[src/hdl/sbs_pkg.sv]
// ----------------------------------------------------------------------------
// sbs_pkg
// Shared types, codes and constants of the stroke Bezier smoother.
// ----------------------------------------------------------------------------
package sbs_pkg;

   localparam int COORD_W    = 16;
   localparam int WIDTH_W    = 12;
   localparam int PEN_W      = 8;
   localparam int WIDTH_FRAC = 4;
   localparam int CSR_IDX_W  = 3;
   localparam int CSR_DATA_W = 16;

   // shared unit widths
   localparam int MUL_W     = 18;
   localparam int PROD_W    = 2 * MUL_W;
   localparam int ACC_W     = 35;
   localparam int QUO_BITS  = 17;
   localparam int SQRT_TOP  = 32;
   localparam int STEP_CNT_W = 5;
   localparam logic [STEP_CNT_W-1:0] STEP_LAST = STEP_CNT_W'(QUO_BITS - 1);

   localparam int DEF_MIN_SEGMENTS   = 32;
   localparam int DEF_MAX_SEGMENTS   = 63;
   localparam int DEF_SEGMENT_LENGTH = 2;
   localparam int DEF_FRAC_BITS      = 4;

   localparam logic [1:0] EV_BEGIN  = 2'd0;
   localparam logic [1:0] EV_MOVE   = 2'd1;
   localparam logic [1:0] EV_END    = 2'd2;
   localparam logic [1:0] EV_UNUSED = 2'd3;

   localparam logic [CSR_IDX_W-1:0] CSR_RECT_LEFT   = 3'd0;
   localparam logic [CSR_IDX_W-1:0] CSR_RECT_BOTTOM = 3'd1;
   localparam logic [CSR_IDX_W-1:0] CSR_RECT_RIGHT  = 3'd2;
   localparam logic [CSR_IDX_W-1:0] CSR_RECT_TOP    = 3'd3;
   localparam logic [CSR_IDX_W-1:0] CSR_PEN_WIDTH   = 3'd4;

   typedef struct packed {
      logic [1:0]         req_type;
      logic [COORD_W-1:0] pos_x;
      logic [COORD_W-1:0] pos_y;
   } req_payload_type;

   typedef struct packed {
      logic [COORD_W-1:0] out_x;
      logic [COORD_W-1:0] out_y;
      logic [WIDTH_W-1:0] out_width;
      logic               last;
   } rsp_payload_type;

   typedef enum logic [3:0] {
      ALU_IDLE,
      ALU_ACC_LOAD,
      ALU_ACC_ADD,
      ALU_ACC_ADDB,
      ALU_DIV_INIT,
      ALU_SQRT_INIT,
      ALU_DIV_STEP,
      ALU_SQRT_STEP
   } alu_op_type;

   typedef struct packed {
      logic             mul_en;
      alu_op_type       op;
      logic [MUL_W-1:0] opa;
      logic [MUL_W-1:0] opb;
      logic [MUL_W-1:0] den;
   } alu_ctrl_type;

   typedef struct packed {
      logic [PROD_W-1:0] prod;
      logic [ACC_W-1:0]  acc;
      logic [ACC_W-1:0]  quo;
   } alu_stat_type;

   typedef enum logic [4:0] {
      S_IDLE,
      S_APPEND,
      S_TX,
      S_TY,
      S_TADD,
      S_TCMP,
      S_DX,
      S_DY,
      S_DADD,
      S_SQI,
      S_SQS,
      S_KQ,
      S_NSET,
      S_NN,
      S_NNW,
      S_CU,
      S_CM,
      S_CJ,
      S_CJW,
      S_B0,
      S_B1,
      S_B2,
      S_B3,
      S_B4,
      S_BDI,
      S_BDS,
      S_BST,
      S_WAIT
   } seq_state_type;

endpackage

[src/hdl/sbs_alu.sv]
// ----------------------------------------------------------------------------
// sbs_alu
// Shared arithmetic unit: registered multiplier, accumulator and one
// compare-subtract stage used for restoring division and integer square root.
// ----------------------------------------------------------------------------
module sbs_alu (
   input  logic                  clock,
   input  sbs_pkg::alu_ctrl_type ctrl,
   output sbs_pkg::alu_stat_type stat
);
   import sbs_pkg::*;

   logic [PROD_W-1:0] prod_ff, prod_in;
   logic [ACC_W-1:0]  acc_ff, acc_in;
   logic [ACC_W-1:0]  rem_ff, rem_in;
   logic [ACC_W-1:0]  quo_ff, quo_in;
   logic [ACC_W-1:0]  dsh_ff, dsh_in;
   logic [ACC_W-1:0]  trial;
   logic              ge;

   // sqrt compares against root + bit, division against the shifted divisor
   assign trial = (ctrl.op == ALU_SQRT_STEP) ? (quo_ff + dsh_ff) : dsh_ff;
   assign ge    = (rem_ff >= trial);

   always_comb begin
      prod_in = prod_ff;
      acc_in  = acc_ff;
      rem_in  = rem_ff;
      quo_in  = quo_ff;
      dsh_in  = dsh_ff;
      if (ctrl.mul_en) begin
         prod_in = PROD_W'(ctrl.opa) * PROD_W'(ctrl.opb);
      end
      case (ctrl.op)
         ALU_ACC_LOAD: acc_in = ACC_W'(prod_ff);
         ALU_ACC_ADD:  acc_in = acc_ff + ACC_W'(prod_ff);
         ALU_ACC_ADDB: acc_in = acc_ff + ACC_W'(ctrl.opb);
         ALU_DIV_INIT: begin
            rem_in = acc_ff;
            quo_in = '0;
            dsh_in = ACC_W'(ctrl.den) << (QUO_BITS - 1);
         end
         ALU_SQRT_INIT: begin
            rem_in = acc_ff;
            quo_in = '0;
            dsh_in = ACC_W'(1) << SQRT_TOP;
         end
         ALU_DIV_STEP: begin
            if (ge) begin
               rem_in = rem_ff - trial;
            end
            quo_in = {quo_ff[ACC_W-2:0], ge};
            dsh_in = dsh_ff >> 1;
         end
         ALU_SQRT_STEP: begin
            if (ge) begin
               rem_in = rem_ff - trial;
               quo_in = (quo_ff >> 1) + dsh_ff;
            end else begin
               quo_in = quo_ff >> 1;
            end
            dsh_in = dsh_ff >> 2;
         end
         default: ;
      endcase
   end

   always_ff @(posedge clock) begin
      prod_ff <= prod_in;
      acc_ff  <= acc_in;
      rem_ff  <= rem_in;
      quo_ff  <= quo_in;
      dsh_ff  <= dsh_in;
   end

   assign stat.prod = prod_ff;
   assign stat.acc  = acc_ff;
   assign stat.quo  = quo_ff;

endmodule

[src/hdl/stroke_bezier_smoother.sv]
// ----------------------------------------------------------------------------
// stroke_bezier_smoother
// Touch events in, quadratic Bezier stroke points out, computed by a
// sequencer around one shared multiply / divide / square-root unit.
// ----------------------------------------------------------------------------
//   channel   ports                          direction
//   request   req_valid req_stall req_data   in  (event kind, x, y)
//   response  rsp_valid rsp_stall rsp_data   out (x, y, width, last)
//   csr       csr_wr_en csr_index csr_wdata  in  (write only)
//
// An event that closes a triple computes length, square root and segment
// count, then each point with three 17-step divisions, n points plus the
// closing midpoint.
// Reset is synchronous; it clears the history and loads the register defaults.
// A stalled response holds the sequencer until the transfer.
// ----------------------------------------------------------------------------
module stroke_bezier_smoother #(
   parameter int MIN_SEGMENTS   = sbs_pkg::DEF_MIN_SEGMENTS,
   parameter int MAX_SEGMENTS   = sbs_pkg::DEF_MAX_SEGMENTS,
   parameter int SEGMENT_LENGTH = sbs_pkg::DEF_SEGMENT_LENGTH,
   parameter int FRAC_BITS      = sbs_pkg::DEF_FRAC_BITS
) (
   input  logic                                clock,
   input  logic                                reset,
   input  logic                                req_valid,
   output logic                                req_stall,
   input  sbs_pkg::req_payload_type            req_data,
   output logic                                rsp_valid,
   input  logic                                rsp_stall,
   output sbs_pkg::rsp_payload_type            rsp_data,
   input  logic                                csr_wr_en,
   input  logic [sbs_pkg::CSR_IDX_W-1:0]       csr_index,
   input  logic [sbs_pkg::CSR_DATA_W-1:0]      csr_wdata
);
   import sbs_pkg::*;

   localparam int NB = $clog2(MAX_SEGMENTS + 1);
   localparam logic [ACC_W-1:0] NEAR_LIMIT = ACC_W'(9) << (2 * FRAC_BITS - 2);
   // root / SEG_DIV as a reciprocal multiply, exact for roots below 2^QUO_BITS
   localparam int SEG_DIV = SEGMENT_LENGTH << (FRAC_BITS + 1);
   localparam int K_SHIFT = QUO_BITS + $clog2(SEG_DIV);
   localparam logic [MUL_W-1:0] K_RECIP =
      MUL_W'(((1 << K_SHIFT) + SEG_DIV - 1) / SEG_DIV);

   seq_state_type state_ff, state_in;

   logic [COORD_W-1:0] rect_left_ff, rect_bottom_ff, rect_right_ff, rect_top_ff;
   logic [PEN_W-1:0]   pen_width_ff;

   logic [1:0]         held_ff, held_in;
   logic [COORD_W-1:0] older_x_ff, older_x_in, older_y_ff, older_y_in;
   logic [COORD_W-1:0] newer_x_ff, newer_x_in, newer_y_ff, newer_y_in;
   logic [WIDTH_W-1:0] older_w_ff, older_w_in, newer_w_ff, newer_w_in;
   logic [COORD_W-1:0] cur_x_ff, cur_x_in, cur_y_ff, cur_y_in;
   logic [WIDTH_W-1:0] cur_w_ff, cur_w_in;

   logic [NB-1:0]         n_ff, n_in, j_ff, j_in;
   logic [1:0]            chan_ff, chan_in;
   logic [STEP_CNT_W-1:0] cnt_ff, cnt_in;
   logic [MUL_W-1:0]      cu_ff, cu_in, cm_ff, cm_in, cj_ff, cj_in;
   logic [MUL_W-1:0]      nn_ff, nn_in, den_ff, den_in;

   logic            rsp_valid_ff, rsp_valid_in;
   rsp_payload_type rsp_data_ff, rsp_data_in;

   alu_ctrl_type alu_ctrl;
   alu_stat_type alu_stat;

   logic               req_fire, rsp_xfer, in_rect, cnt_done, j_last;
   logic [NB-1:0]      u_val;
   logic [COORD_W-1:0] dxn, dyn, dxo, dyo;
   logic [COORD_W-1:0] a_sel, b_sel, c_sel;
   logic [ACC_W-1:0]   k_raw, k_low, k_clamp;
   logic [NB-1:0]      n_new;
   logic [WIDTH_W-1:0] pen_fixed;

   function automatic logic [COORD_W-1:0] abs_diff(input logic [COORD_W-1:0] p,
                                                   input logic [COORD_W-1:0] q);
      abs_diff = (p > q) ? (p - q) : (q - p);
   endfunction

   sbs_alu u_alu (
      .clock (clock),
      .ctrl  (alu_ctrl),
      .stat  (alu_stat)
   );

   assign req_stall = (state_ff != S_IDLE);
   assign req_fire  = req_valid && !req_stall;
   assign rsp_xfer  = rsp_valid_ff && !rsp_stall;
   assign rsp_valid = rsp_valid_ff;
   assign rsp_data  = rsp_data_ff;

   assign in_rect = (req_data.req_type != EV_UNUSED) &&
                    (req_data.pos_x >= rect_left_ff) && (req_data.pos_x <= rect_right_ff) &&
                    (req_data.pos_y >= rect_bottom_ff) && (req_data.pos_y <= rect_top_ff);
   assign pen_fixed = {pen_width_ff, WIDTH_FRAC'(0)};

   assign cnt_done = (cnt_ff == STEP_LAST);
   assign j_last   = (j_ff == n_ff - NB'(1));
   assign u_val    = n_ff - j_ff;

   assign dxn = abs_diff(cur_x_ff, newer_x_ff);
   assign dyn = abs_diff(cur_y_ff, newer_y_ff);
   assign dxo = abs_diff(cur_x_ff, older_x_ff);
   assign dyo = abs_diff(cur_y_ff, older_y_ff);

   // segment count: clamp(k) to MIN..MAX, never zero
   assign k_raw   = ACC_W'(alu_stat.prod >> K_SHIFT);
   assign k_low   = (k_raw > ACC_W'(MIN_SEGMENTS)) ? k_raw : ACC_W'(MIN_SEGMENTS);
   assign k_clamp = (k_low > ACC_W'(MAX_SEGMENTS)) ? ACC_W'(MAX_SEGMENTS) : k_low;
   assign n_new   = (k_clamp[NB-1:0] == '0) ? NB'(1) : k_clamp[NB-1:0];

   always_comb begin
      case (chan_ff)
         2'd0: begin
            a_sel = older_x_ff;
            b_sel = newer_x_ff;
            c_sel = cur_x_ff;
         end
         2'd1: begin
            a_sel = older_y_ff;
            b_sel = newer_y_ff;
            c_sel = cur_y_ff;
         end
         default: begin
            a_sel = COORD_W'(older_w_ff);
            b_sel = COORD_W'(newer_w_ff);
            c_sel = COORD_W'(cur_w_ff);
         end
      endcase
   end

   // next state
   always_comb begin
      state_in = state_ff;
      case (state_ff)
         S_IDLE: begin
            if (req_fire && in_rect) begin
               if (req_data.req_type == EV_BEGIN) begin
                  state_in = S_DX;
               end else if (req_data.req_type == EV_MOVE && held_ff != 2'd0) begin
                  state_in = S_TX;
               end else begin
                  state_in = S_APPEND;
               end
            end
         end
         S_APPEND: state_in = (held_ff == 2'd2) ? S_DX : S_IDLE;
         S_TX:     state_in = S_TY;
         S_TY:     state_in = S_TADD;
         S_TADD:   state_in = S_TCMP;
         S_TCMP:   state_in = (alu_stat.acc < NEAR_LIMIT) ? S_IDLE : S_APPEND;
         S_DX:     state_in = S_DY;
         S_DY:     state_in = S_DADD;
         S_DADD:   state_in = S_SQI;
         S_SQI:    state_in = S_SQS;
         S_SQS:    state_in = cnt_done ? S_KQ : S_SQS;
         S_KQ:     state_in = S_NSET;
         S_NSET:   state_in = S_NN;
         S_NN:     state_in = S_NNW;
         S_NNW:    state_in = S_CU;
         S_CU:     state_in = S_CM;
         S_CM:     state_in = S_CJ;
         S_CJ:     state_in = S_CJW;
         S_CJW:    state_in = S_B0;
         S_B0:     state_in = S_B1;
         S_B1:     state_in = S_B2;
         S_B2:     state_in = S_B3;
         S_B3:     state_in = S_B4;
         S_B4:     state_in = S_BDI;
         S_BDI:    state_in = S_BDS;
         S_BDS:    state_in = cnt_done ? S_BST : S_BDS;
         S_BST:    state_in = (chan_ff == 2'd2) ? S_WAIT : S_B0;
         S_WAIT: begin
            if (rsp_xfer) begin
               if (rsp_data_ff.last) begin
                  state_in = S_IDLE;
               end else if (!j_last) begin
                  state_in = S_CU;
               end
            end
         end
         default:  state_in = S_IDLE;
      endcase
   end

   // datapath controls
   always_comb begin
      held_in      = held_ff;
      older_x_in   = older_x_ff;
      older_y_in   = older_y_ff;
      older_w_in   = older_w_ff;
      newer_x_in   = newer_x_ff;
      newer_y_in   = newer_y_ff;
      newer_w_in   = newer_w_ff;
      cur_x_in     = cur_x_ff;
      cur_y_in     = cur_y_ff;
      cur_w_in     = cur_w_ff;
      n_in         = n_ff;
      j_in         = j_ff;
      chan_in      = chan_ff;
      cnt_in       = cnt_ff;
      cu_in        = cu_ff;
      cm_in        = cm_ff;
      cj_in        = cj_ff;
      nn_in        = nn_ff;
      den_in       = den_ff;
      rsp_valid_in = rsp_valid_ff;
      rsp_data_in  = rsp_data_ff;
      alu_ctrl.mul_en = 1'b0;
      alu_ctrl.op     = ALU_IDLE;
      alu_ctrl.opa    = '0;
      alu_ctrl.opb    = '0;
      alu_ctrl.den    = den_ff;

      case (state_ff)
         S_IDLE: begin
            if (req_fire && in_rect) begin
               cur_x_in = req_data.pos_x;
               cur_y_in = req_data.pos_y;
               cur_w_in = pen_fixed;
               if (req_data.req_type == EV_BEGIN) begin
                  // begin fills the history with the point itself
                  held_in    = 2'd2;
                  older_x_in = req_data.pos_x;
                  older_y_in = req_data.pos_y;
                  older_w_in = pen_fixed;
                  newer_x_in = req_data.pos_x;
                  newer_y_in = req_data.pos_y;
                  newer_w_in = pen_fixed;
               end
            end
         end
         S_APPEND: begin
            if (held_ff != 2'd2) begin
               held_in    = held_ff + 2'd1;
               older_x_in = newer_x_ff;
               older_y_in = newer_y_ff;
               older_w_in = newer_w_ff;
               newer_x_in = cur_x_ff;
               newer_y_in = cur_y_ff;
               newer_w_in = cur_w_ff;
            end
         end
         S_TX: begin
            alu_ctrl.mul_en = 1'b1;
            alu_ctrl.opa    = MUL_W'(dxn);
            alu_ctrl.opb    = MUL_W'(dxn);
         end
         S_TY: begin
            alu_ctrl.op     = ALU_ACC_LOAD;
            alu_ctrl.mul_en = 1'b1;
            alu_ctrl.opa    = MUL_W'(dyn);
            alu_ctrl.opb    = MUL_W'(dyn);
         end
         S_TADD: alu_ctrl.op = ALU_ACC_ADD;
         S_DX: begin
            alu_ctrl.mul_en = 1'b1;
            alu_ctrl.opa    = MUL_W'(dxo);
            alu_ctrl.opb    = MUL_W'(dxo);
         end
         S_DY: begin
            alu_ctrl.op     = ALU_ACC_LOAD;
            alu_ctrl.mul_en = 1'b1;
            alu_ctrl.opa    = MUL_W'(dyo);
            alu_ctrl.opb    = MUL_W'(dyo);
         end
         S_DADD: alu_ctrl.op = ALU_ACC_ADD;
         S_SQI: begin
            alu_ctrl.op = ALU_SQRT_INIT;
            cnt_in      = '0;
         end
         S_SQS: begin
            alu_ctrl.op = ALU_SQRT_STEP;
            cnt_in      = cnt_ff + STEP_CNT_W'(1);
         end
         S_KQ: begin
            alu_ctrl.mul_en = 1'b1;
            alu_ctrl.opa    = MUL_W'(alu_stat.quo);
            alu_ctrl.opb    = K_RECIP;
         end
         S_NSET: begin
            n_in = n_new;
            j_in = '0;
         end
         S_NN: begin
            alu_ctrl.mul_en = 1'b1;
            alu_ctrl.opa    = MUL_W'(n_ff);
            alu_ctrl.opb    = MUL_W'(n_ff);
         end
         S_NNW: begin
            nn_in  = MUL_W'(alu_stat.prod);
            den_in = MUL_W'(alu_stat.prod << 1);
         end
         S_CU: begin
            alu_ctrl.mul_en = 1'b1;
            alu_ctrl.opa    = MUL_W'(u_val);
            alu_ctrl.opb    = MUL_W'(u_val);
         end
         S_CM: begin
            cu_in           = MUL_W'(alu_stat.prod);
            alu_ctrl.mul_en = 1'b1;
            alu_ctrl.opa    = MUL_W'(u_val);
            alu_ctrl.opb    = MUL_W'(j_ff);
         end
         S_CJ: begin
            cm_in           = MUL_W'(alu_stat.prod << 2);
            alu_ctrl.mul_en = 1'b1;
            alu_ctrl.opa    = MUL_W'(j_ff);
            alu_ctrl.opb    = MUL_W'(j_ff);
         end
         S_CJW: begin
            cj_in   = MUL_W'(alu_stat.prod);
            chan_in = 2'd0;
         end
         S_B0: begin
            alu_ctrl.mul_en = 1'b1;
            alu_ctrl.opa    = cu_ff;
            alu_ctrl.opb    = MUL_W'(a_sel) + MUL_W'(b_sel);
         end
         S_B1: begin
            alu_ctrl.op     = ALU_ACC_LOAD;
            alu_ctrl.mul_en = 1'b1;
            alu_ctrl.opa    = cm_ff;
            alu_ctrl.opb    = MUL_W'(b_sel);
         end
         S_B2: begin
            alu_ctrl.op     = ALU_ACC_ADD;
            alu_ctrl.mul_en = 1'b1;
            alu_ctrl.opa    = cj_ff;
            alu_ctrl.opb    = MUL_W'(b_sel) + MUL_W'(c_sel);
         end
         S_B3: alu_ctrl.op = ALU_ACC_ADD;
         S_B4: begin
            // + n^2 gives round half up after the divide by 2n^2
            alu_ctrl.op  = ALU_ACC_ADDB;
            alu_ctrl.opb = nn_ff;
         end
         S_BDI: begin
            alu_ctrl.op = ALU_DIV_INIT;
            cnt_in      = '0;
         end
         S_BDS: begin
            alu_ctrl.op = ALU_DIV_STEP;
            cnt_in      = cnt_ff + STEP_CNT_W'(1);
         end
         S_BST: begin
            case (chan_ff)
               2'd0:    rsp_data_in.out_x     = alu_stat.quo[COORD_W-1:0];
               2'd1:    rsp_data_in.out_y     = alu_stat.quo[COORD_W-1:0];
               default: rsp_data_in.out_width = alu_stat.quo[WIDTH_W-1:0];
            endcase
            if (chan_ff == 2'd2) begin
               rsp_data_in.last = 1'b0;
               rsp_valid_in     = 1'b1;
            end else begin
               chan_in = chan_ff + 2'd1;
            end
         end
         S_WAIT: begin
            if (rsp_xfer) begin
               if (rsp_data_ff.last) begin
                  rsp_valid_in = 1'b0;
                  older_x_in   = newer_x_ff;
                  older_y_in   = newer_y_ff;
                  older_w_in   = newer_w_ff;
                  newer_x_in   = cur_x_ff;
                  newer_y_in   = cur_y_ff;
                  newer_w_in   = cur_w_ff;
               end else if (j_last) begin
                  // closing midpoint of newer and current
                  rsp_data_in.out_x = COORD_W'((({1'b0, newer_x_ff} + {1'b0, cur_x_ff})
                                               + 17'd1) >> 1);
                  rsp_data_in.out_y = COORD_W'((({1'b0, newer_y_ff} + {1'b0, cur_y_ff})
                                               + 17'd1) >> 1);
                  rsp_data_in.out_width = WIDTH_W'((({1'b0, newer_w_ff} + {1'b0, cur_w_ff})
                                                   + 13'd1) >> 1);
                  rsp_data_in.last = 1'b1;
               end else begin
                  rsp_valid_in = 1'b0;
                  j_in         = j_ff + NB'(1);
               end
            end
         end
         default: ;
      endcase
   end

   always_ff @(posedge clock) begin
      if (reset) begin
         state_ff       <= S_IDLE;
         rsp_valid_ff   <= 1'b0;
         held_ff        <= 2'd0;
         older_x_ff     <= '0;
         older_y_ff     <= '0;
         older_w_ff     <= '0;
         newer_x_ff     <= '0;
         newer_y_ff     <= '0;
         newer_w_ff     <= '0;
         rect_left_ff   <= '0;
         rect_bottom_ff <= '0;
         rect_right_ff  <= '1;
         rect_top_ff    <= '1;
         pen_width_ff   <= PEN_W'(5);
      end else begin
         state_ff     <= state_in;
         rsp_valid_ff <= rsp_valid_in;
         held_ff      <= held_in;
         older_x_ff   <= older_x_in;
         older_y_ff   <= older_y_in;
         older_w_ff   <= older_w_in;
         newer_x_ff   <= newer_x_in;
         newer_y_ff   <= newer_y_in;
         newer_w_ff   <= newer_w_in;
         if (csr_wr_en) begin
            case (csr_index)
               CSR_RECT_LEFT:   rect_left_ff   <= csr_wdata;
               CSR_RECT_BOTTOM: rect_bottom_ff <= csr_wdata;
               CSR_RECT_RIGHT:  rect_right_ff  <= csr_wdata;
               CSR_RECT_TOP:    rect_top_ff    <= csr_wdata;
               CSR_PEN_WIDTH:   pen_width_ff   <= csr_wdata[PEN_W-1:0];
               default: ;
            endcase
         end
      end
   end

   always_ff @(posedge clock) begin
      cur_x_ff    <= cur_x_in;
      cur_y_ff    <= cur_y_in;
      cur_w_ff    <= cur_w_in;
      n_ff        <= n_in;
      j_ff        <= j_in;
      chan_ff     <= chan_in;
      cnt_ff      <= cnt_in;
      cu_ff       <= cu_in;
      cm_ff       <= cm_in;
      cj_ff       <= cj_in;
      nn_ff       <= nn_in;
      den_ff      <= den_in;
      rsp_data_ff <= rsp_data_in;
   end

endmodule
[config.mk]
export PLATFORM = sky130hd
export DESIGN_NAME = stroke_bezier_smoother
export DESIGN_NICKNAME = d
export VERILOG_FILES = /design/src/hdl/sbs_pkg.sv /design/src/hdl/sbs_alu.sv /design/src/hdl/stroke_bezier_smoother.sv
export SDC_FILE = /design/constraint.sdc
export NUM_CORES = 2
export LEC_CHECK = 0
export ABC_CLOCK_PERIOD_IN_PS = 12850
export BUFFER_PORTS_ARGS = -buffer_cell sky130_fd_sc_hd__buf_2
export CELL_PAD_IN_SITES_DETAIL_PLACEMENT = 0
export CELL_PAD_IN_SITES_GLOBAL_PLACEMENT = 1
export CORE_ASPECT_RATIO = 1.1
export CORE_UTILIZATION = 51
export CTS_BUF_LIST = sky130_fd_sc_hd__clkbuf_8
export CTS_CLUSTER_DIAMETER = 40
export CTS_CLUSTER_SIZE = 30
export DETAILED_ROUTE_END_ITERATION = 6
export GPL_TIMING_DRIVEN = 0
export PLACE_DENSITY_LB_ADDON = 0.08
export SLEW_MARGIN = 20
export SYNTH_ARGS = -nofsm -noshare
export SYNTH_HDL_FRONTEND = slang
export SYNTH_SLANG_ARGS = --single-unit
[constraint.sdc]
create_clock -name clock -period 12.85 [get_ports clock]
set_input_delay 3.855 -clock clock [delete_from_list [all_inputs] [get_ports clock]]
set_output_delay 3.855 -clock clock [all_outputs]
set_load 0.03 [all_outputs]
==> flow_metrics.tcl <==
set metrics [dict create \
    status "finished, violations left" \
    violations "DRC" \
    fin_area_mm2 0.0552 \
    power_leakage_nw 23.4 \
    grt_pass1_wl_um 290000 \
    insertion_delay_ns 0.79 \
    worst_path_most_repeated_cell "inv_1" \
    vias 46800 \
    grt_max_degree 45 \
    fp.dieW_um 302 \
    ir_drop_v 0.000112 \
    wl_met2_um 85800 \
    hold_viol_final 0 \
    routed-wl-met3_um 21300 \
    syn-instance-count 5867 \
    ant_nets 0 \
    holdPathStages 2 \
    reg2reg_depth 41 \
    crit_type "flop to flop" \
    globalplace.congestion 1.07 \
    antenna_found_initial 8 \
    yosys.area.top_type "edfxtp_1" \
    max_freq_mhz 79.2 \
    clock-sinks 509 \
    initial_core_util_pct 51.7 \
    period_share_pct 98.3 \
    wl_per_cell_um 26.7 \
    synth_nets 6703 \
    yosysUniqueCellTypes 104 \
    min_period_ns 12.63 \
    cts_hold_buf 0 \
    swShare_pct 37.5 \
    place_area_mm2 0.0529 \
    die-area_mm2 0.100 \
    crit_buf_inv 12 \
    ctsRootBufferMaster "clkbuf_8" \
    synth_ff_type "edfxtp_1" \
    tns_ns 0 \
    setup_viol 0 \
    fillers 9210 \
    utilization_pct 56.5 \
    hold_path.class "flop to flop" \
    worst_setup_path_start_kind "flop" \
    fin_skew_ns 0.0543 \
    holdPathEnd "rect_bottom_ff[5]" \
    synth_edf_count 349 \
    yosys_warnings 0 \
    synth_top_area_share_pct 20.8 \
    internal-power_mw 3.16 \
    ys_async_sr_fraction_pct 0 \
    grtUsageTotal_pct 39.2 \
    drv_cap 0 \
    avgSynthCellArea_um2 8.59 \
    overflow 0 \
    cp-end-kind "flop" \
    syn_to_final_growth_pct 9.41 \
    ys_seq_area_share_pct 27.1 \
    drt_iter0_drc 5752 \
    grt_pass1_vias 44600 \
    crit_fanout 10 \
    cts_made_buffers 94 \
    cpPeakStageDelay_ns 0.69 \
    cts_tree "yes" \
    die_h_um 332 \
    dp_hpwl_um 162000 \
    drc 9 \
    cts-htree-levels 3 \
    timing.rr.start "chan_ff[0]" \
    crit_family "compound AO/OA/AOI/OAI gates" \
    synth.area.top_cells "edfxtp_1 21%, ha_1 13%, fa_1 11%, dfxtp_1 6.4%, nand2_1 4.9%" \
    rsz0062_at_grt "no" \
    wl_met1_um 83800 \
    final_net_count 6921 \
    rows 120 \
    slew-limit-headroom_pct 17.5 \
    worst_pin_slew_ns 1.23 \
    synth_area_mm2 0.0504 \
    p_switching_mw 1.90 \
    io_buffers 103 \
    vias_per_cell 6.27 \
    p_comb_share_pct 26.1 \
    drv_slew 0 \
    top_layer_used "met5" \
    p_per_area_mw_per_mm2 91.7 \
    routed_wl_um 199000 \
    hp-start "rect_bottom_ff[5]" \
    r2r_end "u_alu.prod_ff[32]" \
    required_ns 13.38 \
    r2r_slack_ns 0.22 \
    ioPinCount 105 \
    clk_pin_slew_ns 0.08 \
    clockBufferDepth 3 \
    first_pass_iters 7 \
    core_area_mm2 0.0976 \
    p_clk_share_pct 36.1 \
    whs_ns 0.455 \
    seqPwrFrac_pct 37.8 \
    critPathSlowestCell "clkbuf_1" \
    arrival_ns 13.16 \
    drive_gt1_share_pct 6.94 \
    synth_seq_cells 509 \
]
## synth_stat cells (all sizes together) (120+ instances only)
cell,number
o21ai,293
nand2,663
nor2,412
a31oi,120
a21o,154
nand3,155
ha,505
a21oi,484
nor3,136
edfxtp,349
dfxtp,160
xnor2,148
fa,273
clkbuf,200
inv,601
## per-stage QoR
step,worst slack (ns),cells,total power [mW]
6_report,0.218,7453,5.06
5_1_grt,0.0139,7449,5.22
4_1_cts,0.0992,7443,5.01
3_5_place_dp,-1.34,7265,3.20
3_3_place_gp,-1.38,7251,3.19
2_1_floorplan,2.32,5867,2.72
## sequential cells by signal (all words and copies together), names as in the netlist, 18 cells and up
| signal | flops |
|---|---|
| u_alu.quo_ff | 35 |
| u_alu.prod_ff | 36 |
| cu_ff | 18 |
| u_alu.acc_ff | 35 |
| cj_ff | 18 |
| rsp_data | 45 |
| u_alu.rem_ff | 35 |
| nn_ff | 18 |
| u_alu.dsh_ff | 34 |
## cell type report
type	instances	area [um2]	share of cell area [%]
Antenna cell	5	12.5	0.0227
Inverter	601	2260	4.09
Tap cell	1281	1600	2.91
Clock inverter	83	862	1.56
Buffer	258	1040	1.89
Sequential cell	509	13700	24.8
Clock buffer	95	1310	2.37
Multi-Input combinational cell	4498	33600	60.9
Timing Repair Buffer	123	796	1.44
## layer usage
metal / track usage, % / up-vias
met2: 58.9 / 2357
met4: 14.4 / 4
met1: 55.2 / 22800
li1: - / 21200
met5: 0 / -
met3: 8.57 / 388
## logic make-up (layout without fill, tap and decap cells)
group	count (synthesis)	in the layout	share of synthesized area (%)
DFF	509	509	27.1
adders and majority gates	778	778	23.4
buffers and inverters	860	1160	6.55
AOI/OAI and AO/OA	1616	1616	20.8
muxes	70	70	1.42
and+or+nand+nor	1802	1802	16.7
other	1	6	0.00744
xor gates and xnor gates	231	231	4.01
## tightest hold or removal path: cells and delay by family (launching register included)
| family | cells | cell delay, ns |
|---|---|---|
| DFF | 1 | 0.31 |
| and+or+nand+nor | 1 | 0.05 |
| AOI/OAI and AO/OA | 1 | 0.05 |
## power by group through the flow
| stage | Sequential, mW | Combinational [mW] | Clock (mW) |
|---|---|---|---|
| floorplan | 1.89 | 0.835 | 0 |
| global placement | 1.94 | 1.25 | 0 |
| detailed placement | 1.94 | 1.26 | 0 |
| CTS | 1.90 | 1.27 | 1.84 |
| global route | 1.91 | 1.41 | 1.90 |
| finish | 1.91 | 1.32 | 1.83 |
## repair_timing
| item | CTS | global route |
|---|---|---|
| endpoints found under the setup margin | 18 | 14 |
| resized for setup | 13 | 3 |
| pin swaps | 1 | 2 |
| gates cloned | 0 | 0 |
| buffers inserted | 0 | 6 |
## worst max-delay path by stage
stage,to,slack (ns),cells after the start,startpoint
floorplan,u_alu.prod_ff[33],2.32,41,state_ff[0]
global placement,u_alu.prod_ff[32],-1.38,41,state_ff[0]
detailed placement,u_alu.prod_ff[32],-1.34,41,state_ff[0]
CTS,u_alu.prod_ff[32],0.1,40,state_ff[0]
global route,u_alu.prod_ff[32],0.01,38,chan_ff[0]
finish,u_alu.prod_ff[32],0.22,41,chan_ff[0]
## layout by cell type, fill, tap and decap left out, types with 19 or more instances in the layout
master	Yosys	layout
nand3_1	155	155
nor2_1	411	403
o21ai_0	270	269
o21bai_1	45	45
edfxtp_1	349	349
a31oi_1	118	118
nand2b_1	59	59
o31ai_1	31	31
a222oi_1	20	20
a221oi_1	20	20
inv_1	599	606
and3_1	58	58
mux2i_1	61	61
buf_1	20	19
a22o_1	28	28
nand3b_1	27	27
a21o_1	154	154
and2_1	78	78
o21ai_1	23	23
a22oi_1	36	36
a21oi_1	483	483
xor2_1	83	83
nand4_1	35	35
nand2_1	662	662
nor2b_1	62	62
xnor2_1	148	148
a211o_1	33	33
or3_1	27	27
o21a_1	63	62
ha_1	505	505
o211ai_1	38	38
nor3_1	134	129
buf_2	30	133
fa_1	273	273
o22ai_1	35	35
a211oi_1	57	56
clkbuf_1	200	198
dfxtp_1	160	160
clkbuf_8	0	95
nor4_1	20	19
Note: power is estimated with default switching activity, not from simulation.
